$ cat src/design/bps_pkg.sv
// Shared constants, codes and control structs of the position smoother.
package bps_pkg;

  localparam int COORD_BITS     = 32;
  localparam int GAIN_FRAC_BITS = 16;
  localparam int CFG_IDX_BITS   = 2;
  localparam int LANE_OP_BITS   = 3;

  typedef enum logic [CFG_IDX_BITS-1:0] {
    CFG_FILTER_ENABLE   = 2'd0,
    CFG_CURVE_PARAM     = 2'd1,
    CFG_PREDICTION_GAIN = 2'd2,
    CFG_CURVE_GAIN      = 2'd3
  } cfg_idx_e;

  typedef enum logic [1:0] {
    ST_IDLE,
    ST_CALC,
    ST_EMIT
  } state_e;

  typedef enum logic [LANE_OP_BITS-1:0] {
    OP_C1 = 3'd0,
    OP_C2 = 3'd1,
    OP_A  = 3'd2,
    OP_B  = 3'd3,
    OP_D  = 3'd4,
    OP_E  = 3'd5,
    OP_F  = 3'd6,
    OP_R  = 3'd7
  } op_e;

  typedef struct packed {
    logic start;
  } lane_ctrl_t;

  typedef struct packed {
    logic busy;
    logic done;
  } lane_stat_t;

  typedef struct packed {
    logic load;
    logic use_lane;
  } merge_ctrl_t;

endpackage

$ cat src/design/bps_if.sv


interface bps_out_if #(
  parameter int COORD_BITS = bps_pkg::COORD_BITS
);
  logic                         valid;
  logic                         ready;
  logic signed [COORD_BITS-1:0] out_x;
  logic signed [COORD_BITS-1:0] out_y;

  modport source (output valid, out_x, out_y, input ready);
  modport sink (input valid, out_x, out_y, output ready);
endinterface


$ cat src/design/bps_merge.sv
// Output stage: pairs the two lane results, or a passed sample, into one beat.
module bps_merge #(
  parameter int COORD_BITS = bps_pkg::COORD_BITS
) (
  input  logic                          clk_i,
  input  logic                          rst_ni,
  input  bps_pkg::merge_ctrl_t          ctrl_i,
  input  logic signed [COORD_BITS-1:0]  lane_x_i,
  input  logic signed [COORD_BITS-1:0]  lane_y_i,
  input  logic signed [COORD_BITS-1:0]  pass_x_i,
  input  logic signed [COORD_BITS-1:0]  pass_y_i,
  output logic                          ready_o,
  bps_out_if.source                     out_o
);

  logic                         out_valid_q;
  logic signed [COORD_BITS-1:0] out_x_q, out_y_q;

  assign ready_o = !out_valid_q || out_o.ready;

  always_ff @(posedge clk_i or negedge rst_ni) begin
    if (!rst_ni) begin
      out_valid_q <= 1'b0;
    end else if (ctrl_i.load && ready_o) begin
      out_valid_q <= 1'b1;
    end else if (out_o.ready) begin
      out_valid_q <= 1'b0;
    end
  end

  always_ff @(posedge clk_i) begin
    if (ctrl_i.load && ready_o) begin
      out_x_q <= ctrl_i.use_lane ? lane_x_i : pass_x_i;
      out_y_q <= ctrl_i.use_lane ? lane_y_i : pass_y_i;
    end
  end

  assign out_o.valid = out_valid_q;
  assign out_o.out_x = out_x_q;
  assign out_o.out_y = out_y_q;

endmodule

$ cat src/flat_wrapper.sv
// flat-port wrapper written by rule: the top's interface ports become plain ports
module bps_merge_flat 
#(
  parameter int COORD_BITS = bps_pkg::COORD_BITS
)
  (clk_i, rst_ni, ctrl_i, lane_x_i, lane_y_i, pass_x_i, pass_y_i, ready_o, out_o_valid, out_o_out_x, out_o_out_y, out_o_ready);
  bps_out_if #(.COORD_BITS(COORD_BITS)) out_o_i ();
  input  logic clk_i;
  input  logic rst_ni;
  input  bps_pkg::merge_ctrl_t ctrl_i;
  input  logic signed [COORD_BITS-1:0] lane_x_i;
  input  logic signed [COORD_BITS-1:0] lane_y_i;
  input  logic signed [COORD_BITS-1:0] pass_x_i;
  input  logic signed [COORD_BITS-1:0] pass_y_i;
  output logic ready_o;
  output wire logic [$bits(out_o_i.valid)-1:0] out_o_valid;
  output wire logic [$bits(out_o_i.out_x)-1:0] out_o_out_x;
  output wire logic [$bits(out_o_i.out_y)-1:0] out_o_out_y;
  input wire logic [$bits(out_o_i.ready)-1:0] out_o_ready;
  assign out_o_valid = out_o_i.valid;
  assign out_o_out_x = out_o_i.out_x;
  assign out_o_out_y = out_o_i.out_y;
  assign out_o_i.ready = out_o_ready;
  bps_merge #(.COORD_BITS(COORD_BITS)) u_core (.clk_i(clk_i), .rst_ni(rst_ni), .ctrl_i(ctrl_i), .lane_x_i(lane_x_i), .lane_y_i(lane_y_i), .pass_x_i(pass_x_i), .pass_y_i(pass_y_i), .ready_o(ready_o), .out_o(out_o_i));
endmodule
$ cat config.mk
export PLATFORM = sky130hd
export DESIGN_NAME = bps_merge_flat
export DESIGN_NICKNAME = d
export VERILOG_FILES = /design/src/design/bps_pkg.sv /design/src/design/bps_if.sv /design/src/design/bps_merge.sv /design/src/flat_wrapper.sv
export SDC_FILE = /design/constraint.sdc
export NUM_CORES = 1
export LEC_CHECK = 0
export ABC_AREA = 1
export BUFFER_PORTS_ARGS = -buffer_cell sky130_fd_sc_hd__buf_2
export CAP_MARGIN = 10
export CELL_PAD_IN_SITES_DETAIL_PLACEMENT = 1
export CELL_PAD_IN_SITES_GLOBAL_PLACEMENT = 1
export CORE_MARGIN = 5
export CORE_UTILIZATION = 31
export CTS_CLUSTER_DIAMETER = 50
export DETAILED_ROUTE_END_ITERATION = 8
export PLACE_DENSITY_LB_ADDON = 0.1
export SYNTH_ARGS = -nofsm -noshare
export SYNTH_HDL_FRONTEND = slang
export SYNTH_SLANG_ARGS = --single-unit
$ cat constraint.sdc
create_clock -name clk_i -period 4.65 [get_ports clk_i]
set_clock_uncertainty 0.15 [all_clocks]
set_input_delay 0.6975 -clock clk_i [delete_from_list [all_inputs] [get_ports clk_i]]
set_output_delay 0.6975 -clock clk_i [all_outputs]
set_load 0.02 [all_outputs]
==> summary.md <==
| Metric | Value |
|---|---|
| Multi-input combinational cell area | `835 µm²` |
| Reg2reg setup slack | `2.84 ns` |
| Synthesized net count | `409` |
| Register area | `1950 µm²` |
| Synth top area cells | `edfxtp_1 60%, o21ai_2 17%, inv_1 7.7%` |
| Net Switching | `373 µW` |
| Number of buffers created by CTS | `9` |
| Hold Startpoint | `u_core.out_o.valid$_DFFE_PN0P_` |
| First-pass GRT wire length | `13700 µm` |
| Largest net degree at the start of global routing | `65` |
| RSZ-0062 raised after global routing | `no` |
| Filler cells | `1228` |
| Endpoint, Worst Hold | `u_core.out_o.valid$_DFFE_PN0P_` |
| HP Class | `flip-flop to flip-flop` |
| Int Pwr | `973 µW` |
| Clock Latency Late Sink | `0.33 ns` |
| Sequential area share after synthesis | `60.5%` |
| Reg power frac | `52.1%` |
| Fraction of registers with async set/reset | `1.54%` |
| Fmax | `496 MHz` |
| Register clock-pin slew on the reported worst setup and hold paths | `0.07 ns` |
| Main synth FF type | `edfxtp_1` |
| Yosys cell types | `11` |
| Post-synth top area cell | `edfxtp_1` |
| # Post-CTS Setup Buffers | `0` |
| Finished Layout Cells | `614` |
| # DRC | `0` |
| Fin. Hold Viols | `0` |
| Detailed Routing Iterations Pass 1 | `4` |
| Syn avg cell area | `11.7 µm²` |
| Initial antenna violation count | `0` |
| Top Ports | `199` |
| Fin Setup TNS | `0 ns` |
| CP required | `4.70 ns` |
| Routed WL per cell | `14.2 µm` |
| Routability Congestion | `0.712` |
| Die height | `112 µm` |
| I/O Buffers | `198` |
| DP Wirelength | `6610 µm` |
| Max-slew headroom at the worst pin | `42.9%` |
| Clock Path Buffers | `2` |
| Share of the synthesized area in the top cell type | `59.8%` |
| Initial Util | `31.4%` |
| Top-count cell post-synth | `inv_1` |
| FF-to-FF End | `u_core.out_o.out_y[8]$_DFFE_PP_` |
| Vias per cell | `4.22` |
| Cell row count | `37` |
| EDFF count, synth | `64` |
| Clock power frac | `29.3%` |
| Vias | `2593` |
| Total GRT Usage | `14.0%` |
| Final worst-path cycle share | `43.4%` |
| Die Width | `112 µm` |
| Final setup violation count | `0` |
| Final Max Slew Viols | `0` |
| Synthesis-to-layout area growth | `36.0%` |
| CP Launch Type | `input port` |
| P per Cell Area | `308 nW/µm²` |
| Worst-margin pin slew | `0.857 ns` |
| Top cells by count, synth | `66 x inv_1, 64 x edfxtp_1, 64 x o21ai_2, 62 x nand2_1, 7 x buf_6` |
| Synthesized area | `3220 µm²` |
| Synth Register Bits | `65` |
| Maximum Capacitance Violations | `0` |
| H-tree levels | `3` |
| Grt ovf | `0` |
| Critical Path Fanout Max | `49` |
| Crit. End Element | `flip-flop` |
| Worst Path Arrival | `2.07 ns` |
| Final min period | `2.02 ns` |
| Clock sinks | `65` |
| Dpl cells | `599` |
| Reg-to-reg startpoint | `u_core.out_o.valid$_DFFE_PN0P_` |
| Status | `finished, final reports clean` |
| Root buffer cell | `clkbuf_8` |
| Post-Synthesis Cells | `276` |
| Switching part of the total | `27.7%` |
| Die footprint | `12500 µm²` |
| Core area | `10200 µm²` |
| Iter 0 DRT Violations | `110` |
| Post-cts gate resize count | `0` |
| Worst vdd ir | `0.0996 mV` |
| Diodes inserted | `0` |
| Post-route ant nets | `0` |
| Total wire length | `8700 µm` |
| Fraction of layout cells with a size suffix above 1 | `59.0%` |
| Synth Warn # | `0` |
| Reg2Reg Depth | `2` |
| Final nets | `608` |
| Leakage | `0.00218 µW` |
| Setup CP Type | `input port to flip-flop` |
| Logic pwr share | `18.5%` |
| Hold-critical path depth | `2` |
| Vias in the first global route | `2734` |
| CTS tree | `built` |
-- state kept, by name, indices dropped and copies added (netlist names) --
register            flops
u_core.out_o.valid      1
u_core.out_o.out_x     32
u_core.out_o.out_y     32
-- worst max-delay path, stage by stage --
cell     delay, ns
buf_4         0.51
buf_4         0.56
nand2_1       0.16
o21ai_2       0.09
-- layer usage --
| layer | global-route usage (%) | wire, µm |
|---|---|---|
| met1 | 14.1 | 3030 |
| met2 | 24.4 | 4480 |
| met3 | 6.85 | 997 |
| met4 | 6.08 | 193 |
| met5 | 0 | 0 |
-- area by class of cell --
class / instances / share of cell area, %
well taps: 136 / 3.89
repair buffers: 202 / 23.5
clock buffers: 9 / 2.83
multi-input cells: 131 / 19.1
flip-flops and latches: 65 / 44.5
clock inverters: 5 / 0.572
inverters: 66 / 5.66
-- what timing repair did --
item / in CTS / in global routing
hold buffers: 1 / 0
endpoints found under the setup margin: 0 / 0
hold endpoints to repair: 1 / 0
-- cell usage in the layout, fill, tap and decap left out --
master | Yosys | final
dfrtp_1 | 1 | 1
dlygate4sd3_1 | 0 | 1
clkbuf_8 | 1 | 9
a21oi_4 | 0 | 1
edfxtp_1 | 64 | 64
clkinv_1 | 0 | 2
buf_2 | 0 | 197
inv_1 | 66 | 66
clkinv_2 | 0 | 2
buf_4 | 0 | 4
nand2_2 | 4 | 4
o21ai_2 | 64 | 64
clkinvlp_4 | 0 | 1
nand2_1 | 62 | 62
-- kinds of logic after synthesis --
group	count (synthesis)	share of synthesized area, %
AO/OA/AOI/OAI	65	17.6
buffers and inverters	80	13.9
flip-flops	65	60.5
AND/OR/NAND/NOR	66	8.02
-- how the worst max path moves through the flow --
stage	startpoint	end	cells past startpoint
after floorplan	ctrl_i[1]	u_core.out_o.out_x[0]$_DFFE_PP_	2
after global placement	ctrl_i[0]	u_core.out_o.out_y[21]$_DFFE_PP_	3
after detailed placement	ctrl_i[0]	u_core.out_o.out_y[0]$_DFFE_PP_	4
after CTS	ctrl_i[0]	u_core.out_o.out_y[0]$_DFFE_PP_	4
after global routing	ctrl_i[0]	u_core.out_o.out_y[0]$_DFFE_PP_	4
final	ctrl_i[0]	u_core.out_o.out_y[0]$_DFFE_PP_	4
-- through the flow --
stage | total power [µW] | worst slack [ns] | hold slack [ns] | utilization, % | cell area, µm²
3_5_place_dp | 969 | 2.25 | 0.325 | 41.2 | 4220
5_1_grt | 1420 | 2.50 | 0.435 | 42.8 | 4370
6_report | 1350 | 2.63 | 0.442 | 42.8 | 4370
4_1_cts | 1370 | 2.62 | 0.431 | 42.8 | 4370
3_3_place_gp | 962 | 2.28 | 0.323 | 41.2 | 4220
2_1_floorplan | 875 | 0.147 | 0.252 | - | 3220
-- power groups by stage --
stage / clock (µW) / sequential [µW] / combinational [µW]
3_3_place_gp: 0 / 713 / 249
3_5_place_dp: 0 / 715 / 254
5_1_grt: 441 / 705 / 275
6_report: 395 / 701 / 250
4_1_cts: 415 / 702 / 256
2_1_floorplan: 0 / 767 / 108
No activity file was read; power rests on OpenSTA's default activity.
