**config.mk**
```make
export PLATFORM = sky130hd
export DESIGN_NAME = bps_lane
export DESIGN_NICKNAME = d
export VERILOG_FILES = /design/src/design/bps_pkg.sv /design/src/design/bps_lane.sv
export SDC_FILE = /design/constraint.sdc
export NUM_CORES = 2
export LEC_CHECK = 0
export ABC_CLOCK_PERIOD_IN_PS = 28800
export BUFFER_PORTS_ARGS = -buffer_cell sky130_fd_sc_hd__buf_2
export CAP_MARGIN = 20
export CORE_AREA = 2 2 281 339
export DETAILED_ROUTE_END_ITERATION = 7
export DIE_AREA = 0 0 283 341
export SYNTH_ARGS = -nofsm -noshare
export SYNTH_HDL_FRONTEND = slang
export SYNTH_SLANG_ARGS = --single-unit
```
**constraint.sdc**
```tcl
create_clock -name clk_i -period 28.8 [get_ports clk_i]
set_clock_uncertainty 0.1 [all_clocks]
set_input_delay 0 -clock clk_i [delete_from_list [all_inputs] [get_ports clk_i]]
set_output_delay 0 -clock clk_i [all_outputs]
set_load 0.02 [all_outputs]
```
**src/design/bps_pkg.sv**
```systemverilog
// Shared constants, codes and control structs of the position smoother.
package bps_pkg;

  localparam int COORD_BITS     = 32;
  localparam int GAIN_FRAC_BITS = 16;
  localparam int CFG_IDX_BITS   = 2;
  localparam int LANE_OP_BITS   = 3;

  typedef enum logic [CFG_IDX_BITS-1:0] {
    CFG_FILTER_ENABLE   = 2'd0,
    CFG_CURVE_PARAM     = 2'd1,
    CFG_PREDICTION_GAIN = 2'd2,
    CFG_CURVE_GAIN      = 2'd3
  } cfg_idx_e;

  typedef enum logic [1:0] {
    ST_IDLE,
    ST_CALC,
    ST_EMIT
  } state_e;

  typedef enum logic [LANE_OP_BITS-1:0] {
    OP_C1 = 3'd0,
    OP_C2 = 3'd1,
    OP_A  = 3'd2,
    OP_B  = 3'd3,
    OP_D  = 3'd4,
    OP_E  = 3'd5,
    OP_F  = 3'd6,
    OP_R  = 3'd7
  } op_e;

  typedef struct packed {
    logic start;
  } lane_ctrl_t;

  typedef struct packed {
    logic busy;
    logic done;
  } lane_stat_t;

  typedef struct packed {
    logic load;
    logic use_lane;
  } merge_ctrl_t;

endpackage

```
**src/design/bps_lane.sv**
```systemverilog
// One axis lane: control points and de Casteljau steps on a shared multiplier.
module bps_lane #(
  parameter int COORD_BITS     = bps_pkg::COORD_BITS,
  parameter int GAIN_FRAC_BITS = bps_pkg::GAIN_FRAC_BITS
) (
  input  logic                          clk_i,
  input  logic                          rst_ni,
  input  bps_pkg::lane_ctrl_t           ctrl_i,
  input  logic signed [COORD_BITS-1:0]  p0_i,
  input  logic signed [COORD_BITS-1:0]  p1_i,
  input  logic signed [COORD_BITS-1:0]  p2_i,
  input  logic signed [COORD_BITS-1:0]  p3_i,
  input  logic [GAIN_FRAC_BITS+1:0]     c_i,
  input  logic [GAIN_FRAC_BITS+1:0]     k_i,
  input  logic [GAIN_FRAC_BITS+1:0]     t_i,
  output bps_pkg::lane_stat_t           stat_o,
  output logic signed [COORD_BITS-1:0]  res_o
);

  localparam int W  = COORD_BITS + 4;
  localparam int DW = W + 1;
  localparam int GW = GAIN_FRAC_BITS + 2;
  localparam int PW = DW + GW;
  localparam int QW = PW - GAIN_FRAC_BITS;
  localparam int SW = QW + 1;
  localparam int XW = W - COORD_BITS + 1;
  localparam logic [PW-1:0] HALF = PW'(1) << (GAIN_FRAC_BITS - 1);
  localparam logic [bps_pkg::LANE_OP_BITS-1:0] LANE_OP_BITS_ONE =
    bps_pkg::LANE_OP_BITS'(1);

  logic signed [W-1:0] p0_w, p1_w, p2_w, p3_w;
  logic signed [W-1:0] c1_q, c2_q, a_q, b_q, d_q, e_q, f_q, r_q;
  logic signed [W-1:0] base_d, base_q, hi, lo;
  logic signed [DW-1:0] diff_d, diff_q;
  logic [GW-1:0] gain_d, gain_q;
  bps_pkg::op_e step_q, step_d;
  logic phase_q, busy_q, done_q;

  logic [DW-1:0] mag;
  logic [PW-1:0] prod;
  logic [QW-1:0] qv;
  logic signed [SW-1:0] sum;
  logic signed [W-1:0] res_w;
  logic [XW-1:0] top_bits;

  assign p0_w = {{(W-COORD_BITS){p0_i[COORD_BITS-1]}}, p0_i};
  assign p1_w = {{(W-COORD_BITS){p1_i[COORD_BITS-1]}}, p1_i};
  assign p2_w = {{(W-COORD_BITS){p2_i[COORD_BITS-1]}}, p2_i};
  assign p3_w = {{(W-COORD_BITS){p3_i[COORD_BITS-1]}}, p3_i};

  always_comb begin
    base_d = '0;
    hi     = '0;
    lo     = '0;
    gain_d = t_i;
    case (step_q)
      bps_pkg::OP_C1: begin base_d = p1_w; hi = p2_w; lo = p0_w; gain_d = c_i; end
      bps_pkg::OP_C2: begin base_d = p2_w; hi = p3_w; lo = p2_w; gain_d = k_i; end
      bps_pkg::OP_A:  begin base_d = p1_w; hi = c1_q; lo = p1_w; end
      bps_pkg::OP_B:  begin base_d = c1_q; hi = c2_q; lo = c1_q; end
      bps_pkg::OP_D:  begin base_d = c2_q; hi = p3_w; lo = c2_q; end
      bps_pkg::OP_E:  begin base_d = a_q;  hi = b_q;  lo = a_q;  end
      bps_pkg::OP_F:  begin base_d = b_q;  hi = d_q;  lo = b_q;  end
      bps_pkg::OP_R:  begin base_d = e_q;  hi = f_q;  lo = e_q;  end
      default: begin base_d = '0; hi = '0; lo = '0; end
    endcase
    diff_d = {hi[W-1], hi} - {lo[W-1], lo};
  end

  // The product is rounded on the magnitude, ties away from zero.
  always_comb begin
    mag  = diff_q[DW-1] ? DW'(-diff_q) : DW'(diff_q);
    prod = PW'(mag) * PW'(gain_q) + HALF;
    qv   = prod[PW-1:GAIN_FRAC_BITS];
    if (diff_q[DW-1]) begin
      sum = SW'(base_q) - $signed({1'b0, qv});
    end else begin
      sum = SW'(base_q) + $signed({1'b0, qv});
    end
    res_w = sum[W-1:0];
  end

  assign step_d = bps_pkg::op_e'(step_q + LANE_OP_BITS_ONE);

  always_ff @(posedge clk_i or negedge rst_ni) begin
    if (!rst_ni) begin
      step_q  <= bps_pkg::OP_C1;
      phase_q <= 1'b0;
      busy_q  <= 1'b0;
      done_q  <= 1'b0;
    end else begin
      done_q <= 1'b0;
      if (ctrl_i.start) begin
        step_q  <= bps_pkg::OP_C1;
        phase_q <= 1'b0;
        busy_q  <= 1'b1;
      end else if (busy_q) begin
        phase_q <= ~phase_q;
        if (phase_q) begin
          if (step_q == bps_pkg::OP_R) begin
            busy_q <= 1'b0;
            done_q <= 1'b1;
          end else begin
            step_q <= step_d;
          end
        end
      end
    end
  end

  always_ff @(posedge clk_i) begin
    if (busy_q && !phase_q) begin
      base_q <= base_d;
      diff_q <= diff_d;
      gain_q <= gain_d;
    end
    if (busy_q && phase_q) begin
      case (step_q)
        bps_pkg::OP_C1: c1_q <= res_w;
        bps_pkg::OP_C2: c2_q <= res_w;
        bps_pkg::OP_A:  a_q  <= res_w;
        bps_pkg::OP_B:  b_q  <= res_w;
        bps_pkg::OP_D:  d_q  <= res_w;
        bps_pkg::OP_E:  e_q  <= res_w;
        bps_pkg::OP_F:  f_q  <= res_w;
        bps_pkg::OP_R:  r_q  <= res_w;
        default: r_q <= r_q;
      endcase
    end
  end

  // Saturate the final point to the coordinate range.
  assign top_bits = r_q[W-1:COORD_BITS-1];
  always_comb begin
    if ((top_bits == '0) || (top_bits == '1)) begin
      res_o = r_q[COORD_BITS-1:0];
    end else if (r_q[W-1]) begin
      res_o = {1'b1, {(COORD_BITS-1){1'b0}}};
    end else begin
      res_o = {1'b0, {(COORD_BITS-1){1'b1}}};
    end
  end

  assign stat_o.busy = busy_q;
  assign stat_o.done = done_q;

endmodule

```
==> run_results.csv <==
group,metric,value,unit
run_status,status,"complete, but fails checks",
run_status,violations,"DRC",
critical_path,cp.required,28940,ps
place,portBuffers,218,
die,die_w,283,um
critical_path,end_kind,"flop",
critical_path,slowest_delay,660,ps
die,fp.coreArea,0.09311,mm^2
grt,track_usage,25.30,%
clock_tree,cts-buffers-inserted,39,
final_layout,area_delta_synth_final,11.73,%
die,die-area,0.09650,mm^2
routing,vias,31740,
synthesis,ys_seq_area_share,27.66,%
routing,dr.pass1.iters,8,
clock_tree,cts_sinks,385,
critical_path,r2r-start,"diff_q[2]",
synthesis,synth_top_area_share,27.30,%
sta,report.final.hold_viol_count,0,
grt,grt_pass1_wl,191.2,mm
final_layout,final_core_util,50.02,%
synthesis,ys_seq_elements,385,
critical_path,worstSetupEndpoint,"a_q[27]",
synthesis,ys_types,79,
final_layout,layout_commonest_cell,"inv_1",
place,routabilityCongestion,0.9174,
routing,drc,5,
sta,timing.final.crit_period,13600,ps
synthesis,postSynthAreaPerCell,9.872,um^2
critical_path,startpoint,"diff_q[2]",
sta,maxSlewViolCount,0,
worst_hold_path,hold_path_class,"input pin to flop",
synthesis,syn-num-nets,5187,
grt,grt_pass1_vias,33810,
routing,final_antenna_net_count,0,
synthesis,synth_area,0.04168,mm^2
clock_tree,clock_latency,600,ps
synthesis,synth_top_area_cell,"edfxtp_1",
sta,totalNegativeSetupSlack,0,ps
critical_path,path_class,"flop to flop",
sta,finalSetupViolCount,0,
die,start_util,44.77,%
clock_tree,cts-root-buf,"clkbuf_16",
final_layout,nNetsFinal,5410,
critical_path,start_kind,"flop",
clock_tree,htreeDepth,2,
die,io_pins,219,
critical_path,critical_path.slowest_cell,"xor2_1",
final_layout,drive_gt1_share,9.318,%
routing,via_per_inst,5.543,
synthesis,ys.warnings.count,0,
synthesis,synth_ff_type,"edfxtp_1",
critical_path,worstPathArrival,13740,ps
critical_path,crit_fanout,18,
clock_tree,clk_pin_slew,60,ps
grt,antenna_found_initial,2,
die,chipHeight,341,um
clock_tree,clockBufferDepth,3,
flow_run,cap_violations,0,
clock_tree,cts_tree,"done",
synthesis,postSynth.asyncResetShare,1.558,%
sta,clock.fmax,0.07354,GHz
critical_path,reg2reg_to,"a_q[27]",
sta,tightest_slew,1094,ps
place,hpwlAfterDp,89.87,mm
final_layout,mostFrequentLayoutCells,"inv_1, fa_1, nand2_1",
critical_path,reg2reg_depth,43,
clock_tree,cts_setup_buffers,0,
sta,slew_headroom,26.72,%
critical_path,path_buf_inv,4,
routing,drt-initial-drc-count,2555,
critical_path,cp.depth,43,
critical_path,cpLargestDelayFamily,"compound AO/OA/AOI/OAI gates",
sta,rsz0062_at_grt,"no",
synthesis,synth_area_leaders,"edfxtp_1, fa_1, ha_1, inv_1, and2_1",
die,rows,123,
final_layout,n_fill_cell,8678,
grt,grt_max_degree,78,
critical_path,rrSetupSlack,15200,ps
grt,grt-ovfl-total,0,
routing,wl_per_cell,21.01,um
routing,drt_wl_total,120.3,mm
sta,post-route-period-util,47.21,%
synthesis,synth_cells,4222,
synthesis,synth_edf_count,379,
## kinds of logic after synthesis
family / Yosys count / synth area share (%)
mux: 11 / 0.2882
simple gates: 1233 / 14.32
fa+ha+maj: 780 / 33.50
xor+xnor: 158 / 3.404
flops: 385 / 27.66
buf+inv: 907 / 8.189
compound gates: 748 / 12.63
## layer usage
| layer | vias to the layer above | wire length, um | part of all wire [%] | global-route usage, % |
|---|---|---|---|---|
| li1 | 14410 | - | - | - |
| met1 | 15880 | 49330 | 41 | 32.38 |
| met2 | 1208 | 59260 | 49 | 44.66 |
| met3 | 242 | 7415 | 6.2 | 2.647 |
| met4 | 0 | 4310 | 3.6 | 8.710 |
| met5 | - | 0 | 0 | 0 |
## worst min-delay path by stage
stage | slack, ps | to | from | cells after the start
after global placement | -250 | done_q | rst_ni | 1
after floorplan | -400 | busy_q | rst_ni | 0
after detailed placement | -250 | done_q | rst_ni | 1
after CTS | 0.6 | diff_q[6] | p0_i[6] | 4
after global routing | 90 | diff_q[11] | p0_i[11] | 4
final | 40 | diff_q[6] | p0_i[6] | 4
## state kept, by name (all words and copies together) (netlist names)
name and cells:
f_q 36, c1_q 36, base_q 36, r_q 36, e_q 36, busy_q 1
step_q 3, done_q 1, diff_q 37, gain_q 18, d_q 36, b_q 36
phase_q 1, a_q 36, c2_q 36
## cells in the mapped netlist (15+ instances only)
cell	number
a211oi_1	18
o21a_1	15
inv_1	677
edfxtp_1	379
a21oi_1	175
xnor2_1	114
a222oi_1	73
a21o_1	104
nand4_1	17
nor3_1	17
and3_1	25
fa_1	560
o21ai_0	99
nor2_1	159
xor2_1	41
nor2b_1	18
a22oi_1	84
o31ai_1	15
buf_1	16
a41oi_1	35
clkbuf_1	210
and2_1	360
a221oi_1	35
nand3_1	30
ha_1	220
nand2_1	544
## metrics by stage
stage,instance area (um^2),hold slack (ps),setup slack [ps],std cells
after global placement,44180,-248.5,15610,5541
final,46570,38.49,15200,5726
after detailed placement,44180,-247.7,15330,5541
after CTS,46530,0.6397,15290,5723
after floorplan,41680,-395.6,16710,4222
after global routing,46570,85.06,14290,5726
## tightest hold or removal path: cells and delay by family
| kind | cells | cell delay (ps) |
|---|---|---|
| AO/OA/AOI/OAI | 1 | 180 |
| adder cells (fa/ha/maj) | 1 | 220 |
| XOR/XNOR | 1 | 130 |
| buffers and inverters | 1 | 100 |
## what timing repair did
action	CTS	global route
hold buffers	111	0
endpoints found under the hold margin	71	0
gates resized for setup	0	0
## final cells by class
type	instances	area, um^2	share of cell area [%]
inverter	678	2545	5.465
timing repair buffer	411	2845	6.109
antenna	1	2.502	0.005373
multi-input combinational	2930	26850	57.65
clock inverter	26	215.2	0.4621
clock buffer	45	1020	2.190
sequential	385	11530	24.76
tap	1250	1564	3.358
Power is not shown: default switching activity piles up to over one toggle a cycle in this logic, so the estimate is an artifact.
